`src/hw/rtl/pcx_pkg.sv`:
```
`timescale 1ns / 1ps

package pcx_pkg;

  // Field widths fixed by the item format.
  localparam int CFG_W   = 13;
  localparam int POS_W   = 12;
  localparam int RUN_W   = 6;
  localparam int BYTE_W  = 8;
  localparam int COLOR_W = 3 * BYTE_W;

  // Palette geometry.
  localparam int PAL_DEPTH = 256;
  localparam int PAL_AW    = $clog2(PAL_DEPTH);

  // Bytes at or above this mark are run counts.
  localparam logic [BYTE_W-1:0] RUN_MARK = 8'hC0;

  // Request kinds on the input channel.
  localparam logic ACT_LOAD = 1'b0;
  localparam logic ACT_CODE = 1'b1;

  // Configuration register indexes.
  localparam int CFG_IDX_W = 2;
  localparam logic [CFG_IDX_W-1:0] CFG_LINE_BYTES   = 2'd0;
  localparam logic [CFG_IDX_W-1:0] CFG_IMAGE_WIDTH  = 2'd1;
  localparam logic [CFG_IDX_W-1:0] CFG_IMAGE_HEIGHT = 2'd2;

  // Decoder control states.
  typedef enum logic {
    ST_IDLE,
    ST_EMIT
  } state_t;

  // Position of the byte slot that is placed next.
  typedef struct packed {
    logic             emit;
    logic [POS_W-1:0] col;
    logic [POS_W-1:0] row;
    logic             done;
  } pix_pos_t;

endpackage

```
`src/hw/rtl/pcx_walk.sv`:
```
`timescale 1ns / 1ps

module pcx_walk #(
  parameter int MAX_DIMENSION = 4096,
  parameter int DIM_W         = $clog2(MAX_DIMENSION + 1),
  parameter int CNT_W         = $clog2(MAX_DIMENSION)
) (
  input  logic              clk,
  input  logic              rst_n,
  input  logic              place,
  input  logic [DIM_W-1:0]  line_bytes,
  input  logic [DIM_W-1:0]  image_width,
  input  logic [DIM_W-1:0]  image_height,
  output pcx_pkg::pix_pos_t pos
);

  logic [CNT_W-1:0] byte_r, byte_nxt;
  logic [CNT_W-1:0] line_r, line_nxt;
  logic             finished_r, finished_nxt;

  logic [DIM_W-1:0] byte_ext;
  logic [DIM_W-1:0] line_ext;
  logic [DIM_W-1:0] byte_inc;
  logic [DIM_W-1:0] last_row;
  logic [DIM_W-1:0] last_col;
  logic             live;

  // Where the current slot lies and whether it produces a pixel.
  always_comb begin
    byte_ext = DIM_W'(byte_r);
    line_ext = DIM_W'(line_r);
    byte_inc = byte_ext + DIM_W'(1);
    last_row = image_height - DIM_W'(1);
    last_col = ((image_width < line_bytes) ? image_width : line_bytes) - DIM_W'(1);
    live     = !finished_r && (line_ext < image_height);
    pos.emit = live && (byte_ext < image_width);
    pos.col  = pcx_pkg::POS_W'(byte_r);
    pos.row  = pcx_pkg::POS_W'(last_row - line_ext);
    pos.done = (line_ext == last_row) && (byte_ext == last_col);
  end

  // Advance one slot, wrapping at the end of the line and stopping after the last line.
  always_comb begin
    byte_nxt     = byte_r;
    line_nxt     = line_r;
    finished_nxt = finished_r;
    if (place) begin
      if (!live) begin
        finished_nxt = 1'b1;
      end else if (byte_inc >= line_bytes) begin
        byte_nxt = '0;
        if (line_ext >= last_row) begin
          finished_nxt = 1'b1;
        end else begin
          line_nxt = line_r + CNT_W'(1);
        end
      end else begin
        byte_nxt = CNT_W'(byte_inc);
      end
    end
  end

  always_ff @(posedge clk) begin
    if (!rst_n) begin
      byte_r     <= '0;
      line_r     <= '0;
      finished_r <= 1'b0;
    end else begin
      byte_r     <= byte_nxt;
      line_r     <= line_nxt;
      finished_r <= finished_nxt;
    end
  end

endmodule

```
`config.mk`:
```
export PLATFORM = sky130hd
export DESIGN_NAME = pcx_walk
export DESIGN_NICKNAME = d
export VERILOG_FILES = /design/src/hw/rtl/pcx_pkg.sv /design/src/hw/rtl/pcx_walk.sv
export SDC_FILE = /design/constraint.sdc
export NUM_CORES = 1
export LEC_CHECK = 0
export BUFFER_PORTS_ARGS = -buffer_cell sky130_fd_sc_hd__buf_2
export CAP_MARGIN = 20
export CORE_UTILIZATION = 59
export CTS_CLUSTER_DIAMETER = 40
export DETAILED_ROUTE_END_ITERATION = 12
export PLACE_DENSITY = 0.87
export SKIP_CTS_REPAIR_TIMING = 1
export SLEW_MARGIN = 20
export SYNTH_ARGS = -nofsm -noshare
export SYNTH_HDL_FRONTEND = slang
export SYNTH_SLANG_ARGS = --single-unit
```
`constraint.sdc`:
```
create_clock -name clk -period 8.2 [get_ports clk]
set_input_delay 2.46 -clock clk [delete_from_list [all_inputs] [get_ports clk]]
set_output_delay 2.46 -clock clk [all_outputs]
set_load 0.05 [all_outputs]
```
---- Yosys cells after proc, flatten, opt, wreduce, memory -nomap -nowiden ----
Index checks and enable logic that the tools add are counted.
cells by class
  add/sub/neg operators ................... 5
  magnitude comparators ................... 5
  equality and inequality tests ........... 4
  multiplexer cells ....................... 5
  bitwise gates (word level) .............. 1
  reductions and logical operators ........ 7
operators with widths
  operator                 number
  $eq A12 B13 Y1           2
  $lt A12 B13 Y1           2
  $sub A13 B1 Y13 const B  2
  $add A12 B1 Y13 const B  1
  $ge A12 B13 Y1           1
  $ge A13 B13 Y1           1
  $lt A13 B13 Y1           1
  $mux W13                 1
  $add A12 B1 Y12 const B  1
  $mux W12                 1
  $sub A12 B12 Y12         1
  $ne A2 B1 Y1 const B     2
  $reduce_and A4 Y1        1
  $logic_and A1 B1 Y1      3
  $mux W1                  3
  $reduce_and A3 Y1        1
  $reduce_and A2 Y1        1
  $logic_not A1 Y1         1
  $not A1 Y1               1
word-level totals
  flip-flop bits (word level) ............. 25
  input port bits ......................... 42
  logic and storage cells ................. 30

---- Longest topological paths before layout ----
  depth in word-level cells ............... 5
  mapped depth ............................ 18

---- Worst setup path before layout ----
Ideal clock, no wire load.
  kind .................................... input port to output port
  start point ............................. input line_bytes[2]
  end point ............................... output pos[0] in the netlist's numbering
  arrival time ............................ 6.717 ns
  data required time ...................... 5.740 ns
  setup slack ............................. -0.977 ns
  stages on the path ...................... 16
  path through ............................ inv_1 ha_1 nand2_1 o21ai_0 a31oi_1 o31ai_2 buf_2 buf_2 nor2_1 a21oi_1 ha_1 and4b_1 xnor2_1 o32ai_1 nand4_1 nor4_1
RTL lines
  element          line            RTL
  start, declared  pcx_walk.sv:11  input logic [DIM_W-1:0] line_bytes,
  end, declared    pcx_walk.sv:14  output pcx_pkg::pix_pos_t pos

==> key figures <==
Synth
  • Netlist cell types: 59
  • Most common flop cell mapped by yosys: dfxtp_1
  • Number of enable flip-flop cells after synthesis: 0
  • Synth warnings: 0
  • Share of flip-flops with an asynchronous set or reset: 0
  • Mapped cell area: 0.00409 mm^2
  • Register area share after synthesis: 0.122
  • Synth Instances: 544
  • Mapped Nets: 662
  • Avg Cell Area, Syn: 7.51 um^2
  • Synthesized flop and latch total: 25

CTS
  • Clock Path Buffers: 2
  • CTS clk-pin slew, worst paths: 0.09 ns
  • CTS tree: yes
  • Clk_lat worst skew: 0.27 ns
  • Cts bufs inserted: 3
  • Root Buffer: clkbuf_8
  • H-tree level count: 1
  • Clk sinks: 25

Floorplanning
  • DIE AREA: 0.00727 mm^2
  • CORE AREA: 0.00653 mm^2
  • Std-Cell Rows: 29
  • Die W: 85.2 um
  • I/O pin count: 68
  • Initial Util: 0.626
  • Die Y: 85.2 um

Power and ir drop
  • Internal power: 226 uW
  • Clock share of power: 0.190
  • Switching part of the total: 0.415
  • Peak VDD IR: 0.0547 mV
  • NetSw: 161 uW
  • PD cells: 82.1 mW/mm^2
  • Seq pwr share: 0.321
  • Leakage: 0.00235 uW
  • Combinational group share of total power: 0.488

Cells and area
  • Finished Core Util: 0.721
  • P&R area growth vs syn: 15.3%
  • Antenna Cells: 0
  • Fin cells: 700
  • Final nets: 742
  • Layout cell share with drive strength beyond 1: 0.169

Timing
  • Final setup violation count: 0
  • Minimum clock period: 8.02 ns
  • Worst relative slew slack: 0.434
  • Actual slew at the worst max-slew pin: 0.847 ns
  • Fin crit share: 0.978
  • Final Worst Setup Slack: 0.177 ns
  • Achievable frequency: 0.125 GHz
  • Max Slew Vio Count: 0
  • RSZ-0062 raised after global routing: no
  • Final Hold Viols: 0
  • Hold_ws: 0.575 ns
  • Skew final: 0.00610 ns

Setup path
  • Crit path launch: image_height[0]
  • Top delay family on crit path: simple AND/OR/NAND/NOR gates
  • Startpoint types: input port
  • Crit-path cells: buf_2 -> inv_1 -> ha_1 -> nand2b_1 -> or3_4 -> or3_4 -> or4_4 -> xnor2_2 -> ha_1 -> nand4_1 -> nor4_1 -> buf_4 -> nand4_1 -> nor4_4 -> buf_6
  • Crit end category: primary output
  • CP max stage delay: 0.44 ns
  • Arr. time, crit path: 5.56 ns
  • Buf+Inv Stages, Crit Path: 4
  • CP Class: input port to primary output
  • Worst r2r src: byte_r[0]
  • CP Max Fanout: 3
  • Worst path slowest cell: or4_4
  • Worst path required time: 5.74 ns

Drt
  • First-pass DRT Iterations: 5
  • Final WL: 11.1 mm
  • Drt drc: 0
  • Vias per inst: 6.10
  • Post-DRT Antenna Nets: 0
  • WL/cell: 15.8 um
  • DR iter-0 viols: 327
  • Via count: 4271

Placed design
  • Port Buf Inserts: 67
  • Final Wtd Congestion: 0.941
  • Placed insts: 696
  • Post-DP HPWL: 9.02 mm
  • Worst slack, placed: -0.244 ns

Global routing
  • Initial antenna violation count: 0
  • M1 GR Usage: 0.410
  • Overflow after GRT: 0
  • Met2 usage: 0.523
  • Routing usage on met3: 0.0457
  • First-pass GRT wire length: 18.3 mm
  • Pin count of the biggest net entering global routing: 25
  • GRT busiest layer: met2
  • All-Layer GR Usage: 0.306
  • Vias in the first global route: 4028

Job
  • Max Cap Violations: 0

Hold path
  • Min-delay worst type: register to register
  • Min-delay src: line_r[3]

Status
  • Status: finished clean
==> cell usage after synthesis (all sizes together), types with 4 or more instances <==
library cell  instances  area (um^2)
nand3                12         60.1
a21oi                41          205
o21ai                39          195
nand2                30          113
clkbuf                7         26.3
a31oi                 4         25.0
or3                   7         53.8
xor2                 16          140
nor3                 17         90.1
dfxtp                25          500
ha                   75          938
o31ai                 7         57.6
nand4                13         81.3
nor2                 34          128
xnor2                42          368
and3                 10         62.6
nor2b                 7         43.8
inv                  72          270
nand3b               10         75.1
a21o                 10         75.1
mux2i                10          100
nand2b                4         25.0
nor4                  6         37.5
==> through the flow <==
step	total power [uW]	instance area (um^2)	TNS (ns)
floorplan	258	4110	0
detailed placement	312	4640	-0.244
global route	409	4710	0
global placement	306	4640	-0.105
CTS	384	4680	-0.263
finish	387	4710	0
==> metal layers <==
metal | wire [um] | part of all wire
met5 | 0 | 0
met4 | 120 | 0.011
met3 | 777 | 0.070
met1 | 4980 | 0.45
met2 | 5180 | 0.47
==> sequential cells by signal (all words and copies together) (netlist names) <==
register,count
byte_r,12
line_r,12
finished_r,1
==> tightest hold or removal path, delay by kind of cell (launching register included) <==
kind / cells / cell delay (ns)
DFF: 1 / 0.35
AOI/OAI and AO/OA: 2 / 0.18
==> area by class of cell <==
class	count	area [um^2]
Multi-Input combinational cell	437	3320
Sequential cell	25	500
Tap cell	77	96.3
Inverter	72	270
Clock buffer	3	41.3
Timing Repair Buffer	85	477
Clock inverter	1	5.00
Fill cell	528	1820
==> placed cells by master, fill, tap and decap left out, types with 16 or more instances in the layout <==
cell type	n
a21oi_1	40
buf_2	66
buf_4	18
dfxtp_1	25
ha_1	75
inv_1	72
nand2_1	30
nor2_1	34
nor3_1	16
o21ai_0	38
xnor2_1	41
xor2_1	16
==> kinds of logic after synthesis <==
group | share of synthesized area
compound gates | 0.191
xor+xnor | 0.124
fa+ha+maj | 0.234
buf+inv | 0.0759
flops | 0.122
mux | 0.0328
simple gates | 0.219
==> path summary, 6_finish.rpt <==
check / end / slack, ns / cells past startpoint
worst max-delay path: pos[0] / 0.18 / 15
worst min-delay path: line_r[3] / 0.58 / 2
worst max register to register: line_r[11] / 3.70 / 13
worst min register to register: line_r[3] / 0.58 / 2
==> power groups by stage <==
stage	Combinational (uW)	Clock (uW)	Sequential (uW)
final	189	73.7	124
after global routing	206	78.4	125
after CTS	186	73.7	124
after detailed placement	185	0	127
after global placement	179	0	127
after floorplan	129	0	129
Power figures use the tool's default switching activity.
