## config.mk

```make
export PLATFORM = sky130hd
export DESIGN_NAME = pcx_cfg_flat
export DESIGN_NICKNAME = d
export VERILOG_FILES = /design/src/hw/rtl/pcx_pkg.sv /design/src/hw/rtl/pcx_if.sv /design/src/hw/rtl/pcx_cfg.sv /design/src/flat_wrapper.sv
export SDC_FILE = /design/constraint.sdc
export NUM_CORES = 1
export LEC_CHECK = 0
export ABC_AREA = 1
export BUFFER_PORTS_ARGS = -buffer_cell sky130_fd_sc_hd__buf_2
export CAP_MARGIN = 20
export CORE_MARGIN = 5
export CORE_UTILIZATION = 50
export DETAILED_ROUTE_END_ITERATION = 8
export PLACE_DENSITY_LB_ADDON = 0.3
export SLEW_MARGIN = 20
export SYNTH_ARGS = -nofsm -noshare
export SYNTH_HDL_FRONTEND = slang
export SYNTH_SLANG_ARGS = --single-unit
```

## constraint.sdc

```tcl
create_clock -name clk -period 1.1 [get_ports clk]
set_input_delay 0.055 -clock clk [delete_from_list [all_inputs] [get_ports clk]]
set_output_delay 0.055 -clock clk [all_outputs]
set_load 0.01 [all_outputs]
```

## src/hw/rtl/pcx_pkg.sv

```systemverilog
`timescale 1ns / 1ps

package pcx_pkg;

  // Field widths fixed by the item format.
  localparam int CFG_W   = 13;
  localparam int POS_W   = 12;
  localparam int RUN_W   = 6;
  localparam int BYTE_W  = 8;
  localparam int COLOR_W = 3 * BYTE_W;

  // Palette geometry.
  localparam int PAL_DEPTH = 256;
  localparam int PAL_AW    = $clog2(PAL_DEPTH);

  // Bytes at or above this mark are run counts.
  localparam logic [BYTE_W-1:0] RUN_MARK = 8'hC0;

  // Request kinds on the input channel.
  localparam logic ACT_LOAD = 1'b0;
  localparam logic ACT_CODE = 1'b1;

  // Configuration register indexes.
  localparam int CFG_IDX_W = 2;
  localparam logic [CFG_IDX_W-1:0] CFG_LINE_BYTES   = 2'd0;
  localparam logic [CFG_IDX_W-1:0] CFG_IMAGE_WIDTH  = 2'd1;
  localparam logic [CFG_IDX_W-1:0] CFG_IMAGE_HEIGHT = 2'd2;

  // Decoder control states.
  typedef enum logic {
    ST_IDLE,
    ST_EMIT
  } state_t;

  // Position of the byte slot that is placed next.
  typedef struct packed {
    logic             emit;
    logic [POS_W-1:0] col;
    logic [POS_W-1:0] row;
    logic             done;
  } pix_pos_t;

endpackage

```

## src/hw/rtl/pcx_if.sv

```systemverilog


// Configuration write channel.
interface pcx_cfg_if;
  logic                          valid;
  logic                          ready;
  logic [pcx_pkg::CFG_IDX_W-1:0] index;
  logic [pcx_pkg::CFG_W-1:0]     data;

  modport source (output valid, index, data, input ready);
  modport sink (input valid, index, data, output ready);
endinterface

```

## src/hw/rtl/pcx_cfg.sv

```systemverilog
`timescale 1ns / 1ps

module pcx_cfg #(
  parameter int MAX_DIMENSION = 4096,
  parameter int DIM_W         = $clog2(MAX_DIMENSION + 1)
) (
  input  logic             clk,
  input  logic             rst_n,
  pcx_cfg_if.sink          cfg_ch,
  output logic [DIM_W-1:0] line_bytes,
  output logic [DIM_W-1:0] image_width,
  output logic [DIM_W-1:0] image_height
);

  logic [pcx_pkg::CFG_W-1:0] line_bytes_r,   line_bytes_nxt;
  logic [pcx_pkg::CFG_W-1:0] image_width_r,  image_width_nxt;
  logic [pcx_pkg::CFG_W-1:0] image_height_r, image_height_nxt;

  // A zero register reads as one; a register above the limit reads as the limit.
  function automatic logic [DIM_W-1:0] clamp_dim(input logic [pcx_pkg::CFG_W-1:0] v);
    if (v == '0) begin
      clamp_dim = DIM_W'(1);
    end else if (32'(v) > 32'(MAX_DIMENSION)) begin
      clamp_dim = DIM_W'(MAX_DIMENSION);
    end else begin
      clamp_dim = DIM_W'(v);
    end
  endfunction

  assign cfg_ch.ready = 1'b1;

  // Register write decode; unknown indexes are dropped.
  always_comb begin
    line_bytes_nxt   = line_bytes_r;
    image_width_nxt  = image_width_r;
    image_height_nxt = image_height_r;
    if (cfg_ch.valid) begin
      unique case (cfg_ch.index)
        pcx_pkg::CFG_LINE_BYTES:   line_bytes_nxt   = cfg_ch.data;
        pcx_pkg::CFG_IMAGE_WIDTH:  image_width_nxt  = cfg_ch.data;
        pcx_pkg::CFG_IMAGE_HEIGHT: image_height_nxt = cfg_ch.data;
        default: ;
      endcase
    end
  end

  always_ff @(posedge clk) begin
    if (!rst_n) begin
      line_bytes_r   <= pcx_pkg::CFG_W'(1);
      image_width_r  <= pcx_pkg::CFG_W'(1);
      image_height_r <= pcx_pkg::CFG_W'(1);
    end else begin
      line_bytes_r   <= line_bytes_nxt;
      image_width_r  <= image_width_nxt;
      image_height_r <= image_height_nxt;
    end
  end

  assign line_bytes   = clamp_dim(line_bytes_r);
  assign image_width  = clamp_dim(image_width_r);
  assign image_height = clamp_dim(image_height_r);

endmodule

```

## src/flat_wrapper.sv

```systemverilog
// flat-port wrapper written by rule: the top's interface ports become plain ports
module pcx_cfg_flat 
#(
  parameter int MAX_DIMENSION = 4096,
  parameter int DIM_W         = $clog2(MAX_DIMENSION + 1)
)
  (clk, rst_n, line_bytes, image_width, image_height, cfg_ch_valid, cfg_ch_index, cfg_ch_data, cfg_ch_ready);
  pcx_cfg_if cfg_ch_i ();
  input  logic clk;
  input  logic rst_n;
  output logic [DIM_W-1:0] line_bytes;
  output logic [DIM_W-1:0] image_width;
  output logic [DIM_W-1:0] image_height;
  input wire logic [$bits(cfg_ch_i.valid)-1:0] cfg_ch_valid;
  input wire logic [$bits(cfg_ch_i.index)-1:0] cfg_ch_index;
  input wire logic [$bits(cfg_ch_i.data)-1:0] cfg_ch_data;
  output wire logic [$bits(cfg_ch_i.ready)-1:0] cfg_ch_ready;
  assign cfg_ch_i.valid = cfg_ch_valid;
  assign cfg_ch_i.index = cfg_ch_index;
  assign cfg_ch_i.data = cfg_ch_data;
  assign cfg_ch_ready = cfg_ch_i.ready;
  pcx_cfg #(.MAX_DIMENSION(MAX_DIMENSION), .DIM_W(DIM_W)) u_core (.clk(clk), .rst_n(rst_n), .cfg_ch(cfg_ch_i), .line_bytes(line_bytes), .image_width(image_width), .image_height(image_height));
endmodule
```

# After elaboration in Yosys (flattened, before gate mapping)
# Cells that the tools add are included.
[word_totals]
regBits = 39
in_bits = 18
output_inout_bits = 40
wordCells = 21
[classes]
order_cmp = 3
n_eq_ne = 2
muxes = 6
reduce_logical = 7
[ops]
columns = ["cell", "count"]
rows = [
  ["$mux 13", 6],
  ["$gt 13x13->1 const B", 3],
  ["$logic_not 13->1", 3],
  ["$reduce_and 2->1", 3],
  ["$eq 2x1->1 const B", 1],
  ["$eq 2x2->1 const B", 1],
  ["$logic_not 2->1", 1],
]

# Logic depth before layout (Yosys ltp)
[depth]
depth_word = 3
depth_mapped = 7
ltp_nobuf = 7

# Worst setup path before layout
# OpenSTA, ideal clock, no wires.
[synth_path]
kind = "register to output"
startpoint = "register u_core.line_bytes_r[6] in the netlist's numbering"
endpoint = "output port line_bytes[1]"
arrival_time_ps = 983
path_slack_ps = 62
path_stages_with_launch = 6
path_buffers = 0
cell_sequence = "dfxtp_1 -> nor2_1 -> nand2_1 -> nor2_2 -> nand2_2 -> a21boi_0"
[synth_via]
elab_chain_len = 3
word_cells_on_any_way = 4
classes_between = "order compare: 1; mux: 2; reduce/logical: 1"
[synth_lines]
columns = ["element", "line_no", "rtl"]
rows = [
  ["start: declaration", "pcx_cfg.sv:15", "logic [pcx_pkg::CFG_W-1:0] line_bytes_r, line_bytes_nxt;"],
  ["start signal: assignment", "pcx_cfg.sv:49", "line_bytes_r <= pcx_pkg::CFG_W'(1);"],
  ["start signal: assignment", "pcx_cfg.sv:53", "line_bytes_r <= line_bytes_nxt;"],
  ["$gt 13x13->1", "pcx_cfg.sv:23", "end else if (32'(v) > 32'(MAX_DIMENSION)) begin"],
  ["$mux 13", "pcx_cfg.sv:23", ""],
  ["$mux 13 (*)", "pcx_cfg.sv:21", "if (v == '0) begin"],
  ["end: declaration", "flat_wrapper.sv:11", "output logic [DIM_W-1:0] line_bytes;"],
]
# Mark *: on every way between the ends. The rest lies on a longest branch, timed or not.

# Final worst setup path
[layout_path]
startpoint = "register u_core.image_width_r[5] in the netlist's numbering"
endpoint = "output port image_width[0]"
[layout_via]
elab_chain_len = 3
word_cells_on_any_way = 4
classes_between = "order compare: 1; mux: 2; reduce/logical: 1"
[layout_lines]
columns = ["element", "line_no", "rtl"]
rows = [
  ["start: declaration", "pcx_cfg.sv:16", "logic [pcx_pkg::CFG_W-1:0] image_width_r, image_width_nxt;"],
  ["start signal: assignment", "pcx_cfg.sv:50", "image_width_r <= pcx_pkg::CFG_W'(1);"],
  ["start signal: assignment", "pcx_cfg.sv:54", "image_width_r <= image_width_nxt;"],
  ["$gt 13x13->1", "pcx_cfg.sv:23", ""],
  ["$mux 13", "pcx_cfg.sv:23", ""],
  ["$mux 13 (*)", "pcx_cfg.sv:21", ""],
  ["end: declaration", "flat_wrapper.sv:12", "output logic [DIM_W-1:0] image_width;"],
]
# Marked as above.

==> results.md <==
- Row count: 22
- Top cells by area, synth: dfxtp_1, nor2_1, o21ai_0
- CTS tree: built
- Ys flop type: dfxtp_1
- Worst Path Arrival: 1400 ps
- Fin util: 0.736
- Mapped Cells: 265
- Clock tree buffer depth: 2
- Fin. max-slew vios: 0
- Share of the synthesized area in the top cell type: 0.410
- Max incr delay on CP: 330 ps
- Final HPWL DP: 3690 um
- CP Launch Type: register
- Final Hold Vio Count: 0
- Max FO, Critical Path: 5
- Setup TNS Final: -10,270 ps
- Die Y: 71.7 um
- Static leakage: 0.00133 uW
- Chip Width: 71.7 um
- Pwr Density: 1220 nW/um^2
- Hold Slack: 31.7 ps
- Layout area overhead: 41.6%
- CP max stage cell: dfxtp_2
- Most frequent cells after synthesis: nor2_1, dfxtp_1, o21ai_0
- Netlist cell types: 23
- Final Cycle Share: 1.32
- Syn_area_per_cell: 7.18 sq um
- Yosys top cell by area: dfxtp_1
- Failing checks: setup timing
- Max-cap violations: 0
- Critical Path Most Common Cell: nand2_2
- Worst-case hold path end point: u_core.image_height_r[1]
- Final WS setup: -353 ps
- FFs w/ async S/R, synth: 0
- Vias in the first global route: 1,933
- GRT Total Usage: 0.207
- Largest net degree at the start of global routing: 40
- Routed Antenna Nets: 0
- Flop-to-flop setup slack: 260 ps
- Nets: 366
- Max Clock Skew: 0 ps
- Total Routed Length: 5370 um
- Drt first pass iters: 6
- IO buf count: 56
- Initial DRC Count: 89
- DR vias: 2,008
- Status: finished with violations
- Register clock-pin slew on the reported worst setup and hold paths: 70 ps
- I/O Pins: 58
- Initial core utilization: 0.520
- Maximum VDD drop: 1.13 mV
- Vias/cell: 5.06
- # diodes: 0
- Initial antenna violation count: 0
- Wire per inst: 13.5 um
- Crit path cell chain: nor2_2, nand2_2, nor2_4, nand2_4, nand2_2, nand2_1, inv_1, buf_2
- First-pass GRT wire length: 8480 um
- Worst Hold Launch: cfg_ch_data[1]
- Min Tclk post-route: 1450 ps
- # DRC: 0
- Final setup viols: 32
- Synth warn: 0
- Mapped Area: 1900 sq um
- CP Capture Type: output pin
- TritonCTS Buffers: 5
- Layout fillers: 285
- Root Buffer: clkbuf_8
- Critical Path RT: 1040 ps
- Sequential area share after synthesis: 0.410
- Register bit count reported by yosys: 39
- Clock latency at the later pin of the worst-skew pair: 300 ps
- Die area: 5140 sq um
- Hold Path Class: input port to register
- GP Congestion: 0.847
- Number of H-tree levels: 2
- Count leader, synth: nor2_1
- RSZ-0062 raised after global routing: true
- Number of flops mapped to enable cells by yosys: 0
- Crit path kind: register to output pin
- RR Endpoint: u_core.image_width_r[12]
- Origin of the critical flop-to-flop path: u_core.image_width_r[12]
- Clock Sinks: 39
- Gr ovfl total: 0
- Highest Clock Rate: 688 MHz
- Layout cells sized above 1: 0.470
- FF-to-FF path depth: 3
- Post-Syn Nets: 283
- Core area: 3660 sq um
- Hold Crit Depth: 3
## power by group
group | switching [uW] | internal [uW]
clock | 497 | 572
combinational | 378 | 298
sequential | 46.4 | 1490
## routing by layer
layer / vias up / wire length, um / GRT usage
met5: - / 0 / 0
met4: 0 / 90 / 0.0856
met3: 10 / 356 / 0.0715
met2: 62 / 2730 / 0.345
met1: 922 / 2200 / 0.243
li1: 1014 / - / -
## registers in the layout (all words and copies together), names as in the netlist
name,count
u_core.line_bytes_r,13
u_core.image_width_r,13
u_core.image_height_r,13
## timing repair
action,4_1_cts,5_1_grt
pin swaps,5,15
endpoints found under the setup margin,35,36
hold endpoints to repair,0,0
hold buffers,0,0
gates resized for setup,26,48
buffers inserted,1,1
cloned,2,0
## placed cells by master (no fill, tap or decap), drive strengths merged
cell type and count:
nand2 30, a21oi 9, clkbuf 8, dfxtp 39
inv 16, nor2 86, o211ai 2, buf 92
a21boi 27, nor3 1, o21ai 37, conb 1
nand3 1
## worst max path at each step
stage                        startpoint  cells after the start               to
2_1_floorplan    u_core.line_bytes_r[6]                      5    line_bytes[1]
3_3_place_gp   u_core.image_height_r[0]                      7  image_height[8]
3_5_place_dp     u_core.line_bytes_r[4]                      6    line_bytes[1]
4_1_cts        u_core.image_height_r[7]                      7  image_height[6]
5_1_grt        u_core.image_height_r[0]                      7  image_height[6]
6_report        u_core.image_width_r[5]                      8   image_width[0]
## stage by stage
stage / total power [uW] / worst slack (ps) / cells / instance area, sq um
floorplan: 1890 / 62.4 / 265 / 1900
global placement: 2120 / -25.2 / 385 / 2400
detailed placement: 2140 / -51.9 / 385 / 2400
CTS: 3210 / -380 / 396 / 2550
global route: 3440 / -492 / 397 / 2700
finish: 3280 / -353 / 397 / 2700
## layout make-up
class / instances / area, sq um / share of cell area
Tap cell: 48 / 60.1 / 0.0223
Timing Repair Buffer: 92 / 588 / 0.218
Clock buffer: 8 / 100 / 0.0371
Multi-Input combinational cell: 194 / 1090 / 0.406
Sequential cell: 39 / 793 / 0.294
Inverter: 16 / 60.1 / 0.0223
## critical path, delay by kind of cell, from the launching register on
family        cells  cell delay, ps
buf+inv           2             150
simple gates      6             620
flops             1             330
## kinds of logic after synthesis
kind of cell / count (synthesis) / share of synthesized area
AO/OA/AOI/OAI: 75 / 0.255
buffers and inverters: 34 / 0.0920
flip-flops: 39 / 0.410
other: 1 / 0.00197
AND/OR/NAND/NOR: 116 / 0.241
Note: power is estimated with default switching activity, not from simulation.
